File: src/rtl/ttnf_pkg.sv
// ----------------------------------------------------------------------------
// ttnf_pkg
// Shared types, constants and format helpers for the texel neighbor fill.
// ----------------------------------------------------------------------------
`default_nettype none

package ttnf_pkg;

  typedef enum logic [1:0] {
    FMT_ARGB8888 = 2'd0,
    FMT_ARGB1555 = 2'd1,
    FMT_ARGB4444 = 2'd2,
    FMT_ARGB8332 = 2'd3
  } fmt_e;

  localparam int unsigned PIX_W  = 32;
  localparam int unsigned NUM_NB = 4;   // left, right, upper, lower
  localparam int unsigned NUM_CH = 3;   // red, green, blue
  localparam int unsigned CH_W   = 8;
  localparam int unsigned SUM_W  = 10;  // four 8-bit channels
  localparam int unsigned CNT_W  = 3;
  localparam int unsigned PROD_W = 2 * SUM_W;

  // floor(x / 3) == (x * 683) >> 11 for every x below 1024
  localparam logic [SUM_W-1:0] RECIP3       = 10'd683;
  localparam int unsigned      RECIP3_SHIFT = 11;

  localparam logic [CNT_W-1:0] CNT_TWO   = 3'd2;
  localparam logic [CNT_W-1:0] CNT_THREE = 3'd3;
  localparam logic [CNT_W-1:0] CNT_FOUR  = 3'd4;

  typedef logic [NUM_CH-1:0][CH_W-1:0]  chan_t;
  typedef logic [NUM_CH-1:0][SUM_W-1:0] sum_t;

  // Stage 1 -> stage 2: decoded neighbors, channels zeroed where not used
  typedef struct packed {
    fmt_e                     fmt;
    logic                     center_opaque;
    logic [PIX_W-1:0]         center;
    logic [NUM_NB-1:0]        contrib;
    logic [NUM_NB-1:0][NUM_CH-1:0][CH_W-1:0] chan;
  } unpack_t;

  // Stage 2 -> stage 3: per-channel sums and contributor count
  typedef struct packed {
    fmt_e             fmt;
    logic             center_opaque;
    logic [PIX_W-1:0] center;
    logic [CNT_W-1:0] cnt;
    sum_t             sum;
  } accum_t;

  // Stage 3 -> output stage: averaged channels
  typedef struct packed {
    fmt_e             fmt;
    logic             center_opaque;
    logic [PIX_W-1:0] center;
    logic [CNT_W-1:0] cnt;
    chan_t            avg;
  } avg_t;

  function automatic logic [PIX_W-1:0] alpha_mask(input fmt_e fmt);
    case (fmt)
      FMT_ARGB8888: alpha_mask = 32'hff00_0000;
      FMT_ARGB1555: alpha_mask = 32'h0000_8000;
      FMT_ARGB4444: alpha_mask = 32'h0000_f000;
      default:      alpha_mask = 32'h0000_ff00;
    endcase
  endfunction

  function automatic logic [PIX_W-1:0] word_mask(input fmt_e fmt);
    word_mask = (fmt == FMT_ARGB8888) ? 32'hffff_ffff : 32'h0000_ffff;
  endfunction

  function automatic logic [4:0] ch_shift(input fmt_e fmt, input logic [1:0] ch);
    logic [4:0] s;
    s = 5'd0;
    case (fmt)
      FMT_ARGB8888: s = (ch == 2'd0) ? 5'd16 : (ch == 2'd1) ? 5'd8 : 5'd0;
      FMT_ARGB1555: s = (ch == 2'd0) ? 5'd10 : (ch == 2'd1) ? 5'd5 : 5'd0;
      FMT_ARGB4444: s = (ch == 2'd0) ? 5'd8  : (ch == 2'd1) ? 5'd4 : 5'd0;
      default:      s = (ch == 2'd0) ? 5'd5  : (ch == 2'd1) ? 5'd2 : 5'd0;
    endcase
    return s;
  endfunction

  function automatic logic [CH_W-1:0] ch_mask(input fmt_e fmt, input logic [1:0] ch);
    logic [CH_W-1:0] m;
    m = 8'd0;
    case (fmt)
      FMT_ARGB8888: m = 8'd255;
      FMT_ARGB1555: m = 8'd31;
      FMT_ARGB4444: m = 8'd15;
      default:      m = (ch == 2'd2) ? 8'd3 : 8'd7;
    endcase
    return m;
  endfunction

endpackage

`default_nettype wire

File: src/rtl/ttnf_unpack.sv
// ----------------------------------------------------------------------------
// ttnf_unpack
// Stage 1: mask texels to the format, test opacity, extract RGB channels.
// ----------------------------------------------------------------------------
`default_nettype none

module ttnf_unpack (
  input  wire logic                                      clk_i,
  input  wire logic                                      rst_ni,
  input  wire logic                                      valid_i,
  input  wire ttnf_pkg::fmt_e                            fmt_i,
  input  wire logic [ttnf_pkg::PIX_W-1:0]                center_i,
  input  wire logic [ttnf_pkg::NUM_NB-1:0][ttnf_pkg::PIX_W-1:0] nb_i,
  input  wire logic [ttnf_pkg::NUM_NB-1:0]               has_i,
  output logic                                           valid_o,
  output ttnf_pkg::unpack_t                              data_o
);

  import ttnf_pkg::*;

  logic    valid_q;
  unpack_t data_d, data_q;
  logic [NUM_NB-1:0][PIX_W-1:0] nb_word;
  logic [PIX_W-1:0]             center_word;

  always_comb begin
    center_word = center_i & word_mask(fmt_i);
    data_d = '0;
    data_d.fmt           = fmt_i;
    data_d.center        = center_word;
    data_d.center_opaque = |(center_word & alpha_mask(fmt_i));
    for (int n = 0; n < NUM_NB; n++) begin
      nb_word[n]        = nb_i[n] & word_mask(fmt_i);
      data_d.contrib[n] = has_i[n] && (|(nb_word[n] & alpha_mask(fmt_i)));
      for (int c = 0; c < NUM_CH; c++) begin
        // drop channels of absent or transparent neighbors
        data_d.chan[n][c] = data_d.contrib[n]
                          ? CH_W'(nb_word[n] >> ch_shift(fmt_i, 2'(c))) & ch_mask(fmt_i, 2'(c))
                          : '0;
      end
    end
  end

  always_ff @(posedge clk_i or negedge rst_ni) begin
    if (!rst_ni) begin
      valid_q <= 1'b0;
    end else begin
      valid_q <= valid_i;
    end
  end

  always_ff @(posedge clk_i) begin
    if (valid_i) begin
      data_q <= data_d;
    end
  end

  assign valid_o = valid_q;
  assign data_o  = data_q;

endmodule

`default_nettype wire

File: src/rtl/ttnf_accum.sv
// ----------------------------------------------------------------------------
// ttnf_accum
// Stage 2: sum channels over contributing neighbors and count them.
// ----------------------------------------------------------------------------
`default_nettype none

module ttnf_accum (
  input  wire logic              clk_i,
  input  wire logic              rst_ni,
  input  wire logic              valid_i,
  input  wire ttnf_pkg::unpack_t data_i,
  output logic                   valid_o,
  output ttnf_pkg::accum_t       data_o
);

  import ttnf_pkg::*;

  logic   valid_q;
  accum_t data_d, data_q;

  always_comb begin
    data_d.fmt           = data_i.fmt;
    data_d.center_opaque = data_i.center_opaque;
    data_d.center        = data_i.center;
    data_d.cnt           = CNT_W'($countones(data_i.contrib));
    for (int c = 0; c < NUM_CH; c++) begin
      data_d.sum[c] = SUM_W'(data_i.chan[0][c]) + SUM_W'(data_i.chan[1][c])
                    + SUM_W'(data_i.chan[2][c]) + SUM_W'(data_i.chan[3][c]);
    end
  end

  always_ff @(posedge clk_i or negedge rst_ni) begin
    if (!rst_ni) begin
      valid_q <= 1'b0;
    end else begin
      valid_q <= valid_i;
    end
  end

  always_ff @(posedge clk_i) begin
    if (valid_i) begin
      data_q <= data_d;
    end
  end

  assign valid_o = valid_q;
  assign data_o  = data_q;

endmodule

`default_nettype wire

File: src/rtl/ttnf_divide.sv
// ----------------------------------------------------------------------------
// ttnf_divide
// Stage 3: divide channel sums by the contributor count (0 to 4).
// ----------------------------------------------------------------------------
`default_nettype none

module ttnf_divide (
  input  wire logic             clk_i,
  input  wire logic             rst_ni,
  input  wire logic             valid_i,
  input  wire ttnf_pkg::accum_t data_i,
  output logic                  valid_o,
  output ttnf_pkg::avg_t        data_o
);

  import ttnf_pkg::*;

  logic  valid_q;
  avg_t  data_d, data_q;
  logic [NUM_CH-1:0][PROD_W-1:0] prod;
  logic [NUM_CH-1:0][SUM_W-1:0]  quot;

  always_comb begin
    data_d.fmt           = data_i.fmt;
    data_d.center_opaque = data_i.center_opaque;
    data_d.center        = data_i.center;
    data_d.cnt           = data_i.cnt;
    for (int c = 0; c < NUM_CH; c++) begin
      prod[c] = PROD_W'(data_i.sum[c]) * PROD_W'(RECIP3);
      case (data_i.cnt)
        CNT_TWO:   quot[c] = data_i.sum[c] >> 1;
        CNT_THREE: quot[c] = SUM_W'(prod[c] >> RECIP3_SHIFT);
        CNT_FOUR:  quot[c] = data_i.sum[c] >> 2;
        default:   quot[c] = data_i.sum[c];
      endcase
      data_d.avg[c] = CH_W'(quot[c]) & ch_mask(data_i.fmt, 2'(c));
    end
  end

  always_ff @(posedge clk_i or negedge rst_ni) begin
    if (!rst_ni) begin
      valid_q <= 1'b0;
    end else begin
      valid_q <= valid_i;
    end
  end

  always_ff @(posedge clk_i) begin
    if (valid_i) begin
      data_q <= data_d;
    end
  end

  assign valid_o = valid_q;
  assign data_o  = data_q;

endmodule

`default_nettype wire

File: src/rtl/transparent_texel_neighbor_fill.sv
// ----------------------------------------------------------------------------
// transparent_texel_neighbor_fill
// Fill the color of a transparent texel from its opaque four-neighbors.
// ----------------------------------------------------------------------------
// Usage:
//   Input channel: drive the center texel, its four neighbors and their
//   presence flags together with start_i; a transaction is taken at every
//   rising edge where start_i is high and busy_o is low. busy_o never rises,
//   so one texel may be issued every clock.
//   Result channel: done_o pulses for one cycle with repaired_pixel_o,
//   was_transparent_o and opaque_neighbor_count_o. The receiver cannot stall
//   it and must take each result in that cycle.
//   The result is registered through the four-stage pipeline (unpack,
//   accumulate, divide, pack), each stage holding one item; throughput is
//   one texel per clock.
//   Configuration: pixel_format is written through cfg_valid_i/cfg_ready_o
//   with cfg_data_i; cfg_ready_o is always high. Write it only while the
//   pipeline is empty; each stage carries its own copy of the format.
//   Reset clears every stage valid bit and sets the format to ARGB8888.
// ----------------------------------------------------------------------------
`default_nettype none

module transparent_texel_neighbor_fill (
  input  wire logic                          clk_i,
  input  wire logic                          rst_ni,
  // input transactions
  input  wire logic                          start_i,
  output logic                               busy_o,
  input  wire logic [ttnf_pkg::PIX_W-1:0]    center_pixel_i,
  input  wire logic [ttnf_pkg::PIX_W-1:0]    left_pixel_i,
  input  wire logic [ttnf_pkg::PIX_W-1:0]    right_pixel_i,
  input  wire logic [ttnf_pkg::PIX_W-1:0]    upper_pixel_i,
  input  wire logic [ttnf_pkg::PIX_W-1:0]    lower_pixel_i,
  input  wire logic                          has_left_i,
  input  wire logic                          has_right_i,
  input  wire logic                          has_upper_i,
  input  wire logic                          has_lower_i,
  // result transactions
  output logic                               done_o,
  output logic [ttnf_pkg::PIX_W-1:0]         repaired_pixel_o,
  output logic                               was_transparent_o,
  output logic [ttnf_pkg::CNT_W-1:0]         opaque_neighbor_count_o,
  // configuration
  input  wire logic                          cfg_valid_i,
  output logic                               cfg_ready_o,
  input  wire logic [1:0]                    cfg_data_i
);

  import ttnf_pkg::*;

  // Format register
  fmt_e fmt_q;

  always_ff @(posedge clk_i or negedge rst_ni) begin
    if (!rst_ni) begin
      fmt_q <= FMT_ARGB8888;
    end else if (cfg_valid_i && cfg_ready_o) begin
      fmt_q <= fmt_e'(cfg_data_i);
    end
  end

  assign cfg_ready_o = 1'b1;
  // Pipeline never stalls: accept every cycle
  assign busy_o      = 1'b0;

  logic in_fire;
  assign in_fire = start_i && !busy_o;

  // Stage 1: unpack
  logic    s1_valid;
  unpack_t s1_data;

  ttnf_unpack u_unpack (
    .clk_i    (clk_i),
    .rst_ni   (rst_ni),
    .valid_i  (in_fire),
    .fmt_i    (fmt_q),
    .center_i (center_pixel_i),
    .nb_i     ({lower_pixel_i, upper_pixel_i, right_pixel_i, left_pixel_i}),
    .has_i    ({has_lower_i, has_upper_i, has_right_i, has_left_i}),
    .valid_o  (s1_valid),
    .data_o   (s1_data)
  );

  // Stage 2: accumulate
  logic   s2_valid;
  accum_t s2_data;

  ttnf_accum u_accum (
    .clk_i   (clk_i),
    .rst_ni  (rst_ni),
    .valid_i (s1_valid),
    .data_i  (s1_data),
    .valid_o (s2_valid),
    .data_o  (s2_data)
  );

  // Stage 3: divide by count
  logic s3_valid;
  avg_t s3_data;

  ttnf_divide u_divide (
    .clk_i   (clk_i),
    .rst_ni  (rst_ni),
    .valid_i (s2_valid),
    .data_i  (s2_data),
    .valid_o (s3_valid),
    .data_o  (s3_data)
  );

  // Stage 4: repack channels into the texel word and register the result
  logic             out_valid_q;
  fmt_e             out_fmt_q;
  logic [PIX_W-1:0] pixel_d, pixel_q;
  logic             transp_d, transp_q;
  logic [CNT_W-1:0] cnt_d, cnt_q;

  always_comb begin
    if (s3_data.center_opaque) begin
      // pass an opaque center through unchanged
      pixel_d  = s3_data.center;
      transp_d = 1'b0;
      cnt_d    = '0;
    end else begin
      // keep the center alpha, replace the color
      pixel_d = s3_data.center & alpha_mask(s3_data.fmt);
      for (int c = 0; c < NUM_CH; c++) begin
        pixel_d = pixel_d | (PIX_W'(s3_data.avg[c]) << ch_shift(s3_data.fmt, 2'(c)));
      end
      pixel_d  = pixel_d & word_mask(s3_data.fmt);
      transp_d = 1'b1;
      cnt_d    = s3_data.cnt;
    end
  end

  always_ff @(posedge clk_i or negedge rst_ni) begin
    if (!rst_ni) begin
      out_valid_q <= 1'b0;
    end else begin
      out_valid_q <= s3_valid;
    end
  end

  always_ff @(posedge clk_i) begin
    if (s3_valid) begin
      pixel_q   <= pixel_d;
      transp_q  <= transp_d;
      cnt_q     <= cnt_d;
      out_fmt_q <= s3_data.fmt;
    end
  end

  assign done_o                  = out_valid_q;
  assign repaired_pixel_o        = pixel_q;
  assign was_transparent_o       = transp_q;
  assign opaque_neighbor_count_o = cnt_q;

`ifndef SYNTHESIS
  // Every accepted transaction comes out as a done_o result
  a_latency: assert property (@(posedge clk_i) disable iff (!rst_ni)
    in_fire |-> ##4 done_o)
    else $error("result missing four cycles after accept");

  a_no_phantom: assert property (@(posedge clk_i) disable iff (!rst_ni)
    done_o |-> $past(in_fire, 4))
    else $error("result without a matching accepted transaction");

  a_count_range: assert property (@(posedge clk_i) disable iff (!rst_ni)
    done_o |-> (opaque_neighbor_count_o <= CNT_W'(NUM_NB)) &&
               (was_transparent_o || opaque_neighbor_count_o == '0))
    else $error("neighbor count out of range or set for opaque center");

  a_no_neighbor_black: assert property (@(posedge clk_i) disable iff (!rst_ni)
    done_o && was_transparent_o && opaque_neighbor_count_o == '0
      |-> repaired_pixel_o == '0)
    else $error("transparent texel without neighbors not cleared");

  a_narrow_upper: assert property (@(posedge clk_i) disable iff (!rst_ni)
    done_o && out_fmt_q != FMT_ARGB8888 |-> repaired_pixel_o[31:16] == 16'h0)
    else $error("upper half set in a 16-bit format");
`endif

endmodule

`default_nettype wire

File: config.mk
export PLATFORM = sky130hd
export DESIGN_NAME = transparent_texel_neighbor_fill
export DESIGN_NICKNAME = d
export VERILOG_FILES = /design/src/rtl/ttnf_pkg.sv /design/src/rtl/ttnf_unpack.sv /design/src/rtl/ttnf_accum.sv /design/src/rtl/ttnf_divide.sv /design/src/rtl/transparent_texel_neighbor_fill.sv
export SDC_FILE = /design/constraint.sdc
export NUM_CORES = 1
export LEC_CHECK = 0
export BUFFER_PORTS_ARGS = -buffer_cell sky130_fd_sc_hd__buf_2
export CAP_MARGIN = 20
export CORE_MARGIN = 8
export CORE_UTILIZATION = 60
export CTS_BUF_LIST = sky130_fd_sc_hd__clkbuf_4 sky130_fd_sc_hd__clkbuf_8 sky130_fd_sc_hd__clkbuf_16
export DETAILED_ROUTE_END_ITERATION = 7
export GPL_TIMING_DRIVEN = 0
export PLACE_DENSITY_LB_ADDON = 0.12
export SLEW_MARGIN = 15
export SYNTH_ARGS = -nofsm -noshare
export SYNTH_HDL_FRONTEND = slang
export SYNTH_SLANG_ARGS = --single-unit
File: constraint.sdc
create_clock -name clk_i -period 10.64 [get_ports clk_i]
set_input_delay 1.064 -clock clk_i [delete_from_list [all_inputs] [get_ports clk_i]]
set_output_delay 1.064 -clock clk_i [all_outputs]
set_load 0.01 [all_outputs]
==> results by group <==
Timing
  • Final Hold Fails: 0
  • Final Setup Violations: 0
  • Slew headroom: between 10% and 20%
  • Fin crit share: between 50% and 60%
  • Final WS setup: about 5300 ps
  • Clk_skew: 29.59 ps
  • RSZ-0062 raised after global routing: no
  • Fin. max-slew vios: 0
  • Post-layout min period: 5336 ps
  • Fmax: 187.4 MHz
  • Final TNS setup: 0 ps
  • Slew @ Worst Pin: 1299 ps

Worst setup path
  • WP data arrival: 5600 ps
  • Crit path max fanout: 7
  • Bufs and invs on worst path: 4
  • Worst-path cell chain: ha_1 -> ha_1 -> inv_1 -> fa_1 -> inv_1 -> fa_1 -> inv_1 -> fa_1 -> inv_1 -> ha_1 -> and3_1 -> a221o_1 -> a221oi_2 -> xnor2_1 -> nand2_1 -> a21oi_1
  • Most common cell on crit path: inv_1
  • Kind of cell adding the most delay to the critical path: adder cells
  • Worst setup startpoint: u_accum.data_o[25]
  • Critical Path RT: 10900 ps
  • Max stage delay on crit path: 580 ps
  • CP Capture Type: flop
  • Reg-to-reg critical path startpoint: u_accum.data_o[25]
  • Crit start category: flop
  • FF-to-FF End: u_divide.data_o[17]
  • Crit path to: u_divide.data_o[17]
  • Type of the worst setup path: reg2reg
  • Worst Reg-to-Reg Cells: 16
  • Stages on the worst setup path: 16
  • R2r setup slk: 5300 ps
  • CP max stage cell: edfxtp_1

Logic synthesis
  • Post-synthesis sequential area ratio: 37.46%
  • #FFs+latches synth: 307
  • Post-synth ARST share: under 10%
  • Synth warn: 0
  • Post-Syn Nets: 2846
  • Cell area after synthesis: 24530 um^2
  • Main synth FF type: edfxtp_1
  • Avg Inst Size Synth: about 10 um^2
  • Cells after Synth: 2348
  • Number of synthesized flops with an enable pin: 301
  • Distinct cell type count after synthesis: 80

Finish
  • Commonest cells after routing, fill and taps aside: edfxtp_1 (301), inv_1 (256), buf_2 (236), ha_1 (234), nor2_1 (201)
  • Area growth from synthesis to layout: 12.02%
  • Antenna Cells: 0
  • Fin nets: 3092
  • Finished Layout Cells: 3151
  • Commonest non-fill, non-tap cell in the layout: edfxtp_1
  • Share of layout cells above drive strength 1: 16.38%

Detailed routing
  • Post-Route WL: 95.41 mm
  • Total iterations of the first detailed-routing run: 6
  • Iter 0 DRT Violations: 2749
  • DR vias: 21120
  • Remaining antenna violation count: 0
  • Via density: 6.701
  • Number of remaining DRC errors: 0
  • Routed wire per std cell: approximately 30 um

Global route
  • Largest net degree at the start of global routing: 91
  • Met1 Use GR: 47.26%
  • Remaining global-route overflow: 0
  • Met3 Usage GRT: between 10% and 20%
  • First-pass GRT wire length: 138.3 mm
  • Most used routing layer: met2
  • Global Route Usage Sum: between 30% and 40%
  • GR Util met2: 61.56%
  • Number of global-route vias before repair: 21680
  • Initial antenna violation count: 3

Placed design
  • Post-DP HPWL: 74.44 mm
  • Dpl cells: 3090
  • Setup WS pre-CTS: 5440 ps
  • Placer Congestion: 1.076
  • IO buf count: 206

Clock network
  • CTS tree: done
  • Cts hold-fix bufs: 0
  • PostCTS Resize Cnt: 0
  • Clock Tree Root: clkbuf_16
  • Clk Latency, worst-skew pair: 550 ps
  • CTS Buffer Depth: 3
  • Post-CTS Setup Inserts: 0
  • Total CTS buffers: 34
  • Worst-path clk slew: about 60 ps
  • H-tree depth: 2
  • Clock Sinks: ~310

Floorplanning
  • Site Rows: 74
  • Starting density of the core: 60.48%
  • # IOs: 209
  • Die area: 47600 um^2
  • Die Y: approximately 220 um
  • Width of the die: ~220 um
  • Area of the core: 40550 um^2

Flow run
  • Max Cap Viol: 0

Run status
  • Outcome: completed

Worst hold path
  • Min-delay worst type: in2async
-- Yosys cell counts, drive strengths merged, types with 22 or more instances --
library cell,instances,area share (%)
inv,258,3.9
a21o,22,0.67
nor3,36,0.75
and2,39,0.99
o22ai,24,0.64
nand2b,27,0.69
buf,69,1.8
mux2,34,1.6
and3,31,0.79
mux2i,71,2.9
xor2,23,0.82
xnor2,44,1.6
o21ai,137,2.8
a21oi,145,3.0
mux4,61,5.6
ha,234,12
nand3,25,0.51
nand2,167,2.6
edfxtp,301,37
a211oi,44,1.3
nor2,201,3.1
clkbuf,48,0.73
nor2b,38,0.97
a31oi,23,0.59
fa,94,7.7
-- final cells by class --
| type | instances | area, um^2 |
|---|---|---|
| Clock buffer | 41 | 920.9 |
| Inverter | 259 | 972.2 |
| Clock inverter | 20 | 214.0 |
| Tap cell | 532 | 665.6 |
| Timing Repair Buffer | 210 | 1140 |
| Buffer | 117 | 620.6 |
| Multi-Input combinational cell | 1665 | 13750 |
| Sequential cell | 307 | 9198 |
| Fill cell | 2991 | 13080 |
-- flip-flops by register name, summed over array words and instances (netlist names) --
name and flops:
fmt_q 2, u_divide.valid_o 1, was_transparent_o 1, repaired_pixel_o 32, u_unpack.data_o 135, u_accum.valid_o 1, u_unpack.valid_o 1, u_divide.data_o 62
opaque_neighbor_count_o 3, u_accum.data_o 68, done_o 1
-- worst reg2reg max path, cell delays in order, from the launching register on --
cell      delay [ps]
edfxtp_1         580
ha_1             420
ha_1             290
inv_1             60
fa_1             540
inv_1             50
fa_1             470
inv_1             50
fa_1             470
inv_1             40
ha_1             250
and3_1           220
a221o_1          370
a221oi_2         450
xnor2_1          190
nand2_1           80
a21oi_1          560
-- logic make-up (layout without fill, tap and decap cells) --
group,after synthesis,count (layout),synth area share [%]
xor+xnor,67,67,2.392
compound gates,490,490,12.33
fa+ha+maj,328,328,19.61
buf+inv,376,647,6.494
other cells,2,2,0.03062
flops,307,307,37.46
mux,166,166,10.06
simple gates,612,612,11.62
-- routing by layer --
layer / part of all wire [%] / routed length [um] / vias to the layer above
li1: - / - / 8932
met1: 36 / 34200 / 10010
met3: 11 / 10800 / 458
met5: 0.022 / 21 / -
met4: 8.4 / 8043 / 4
met2: 44 / 42340 / 1710
-- how the worst min path moves through the flow --
| stage | start | endpoint | slack, ps | cells past startpoint |
|---|---|---|---|---|
| global route | rst_ni | u_unpack.valid_o | 340 | 1 |
| floorplan | u_unpack.data_o[100] | u_accum.data_o[33] | 400 | 0 |
| CTS | rst_ni | u_unpack.valid_o | 330 | 1 |
| global placement | u_unpack.data_o[116] | u_accum.data_o[49] | 400 | 0 |
| finish | rst_ni | fmt_q[1] | 340 | 1 |
| detailed placement | u_unpack.data_o[127] | u_accum.data_o[60] | 400 | 0 |
-- through the flow --
stage          hold slack (ps)  instance area (um^2)  utilization [%]
2_1_floorplan            400.3                 24530                -
5_1_grt                  335.8                 27480            67.75
3_5_place_dp             404.5                 26340            64.95
3_3_place_gp             401.4                 26220            64.66
4_1_cts                  325.9                 27480            67.75
6_report                 338.5                 27480            67.75
Power is left out: the tool's default activity adds up to more than one toggle a clock period on the data nets, which glitch-free logic cannot reach.
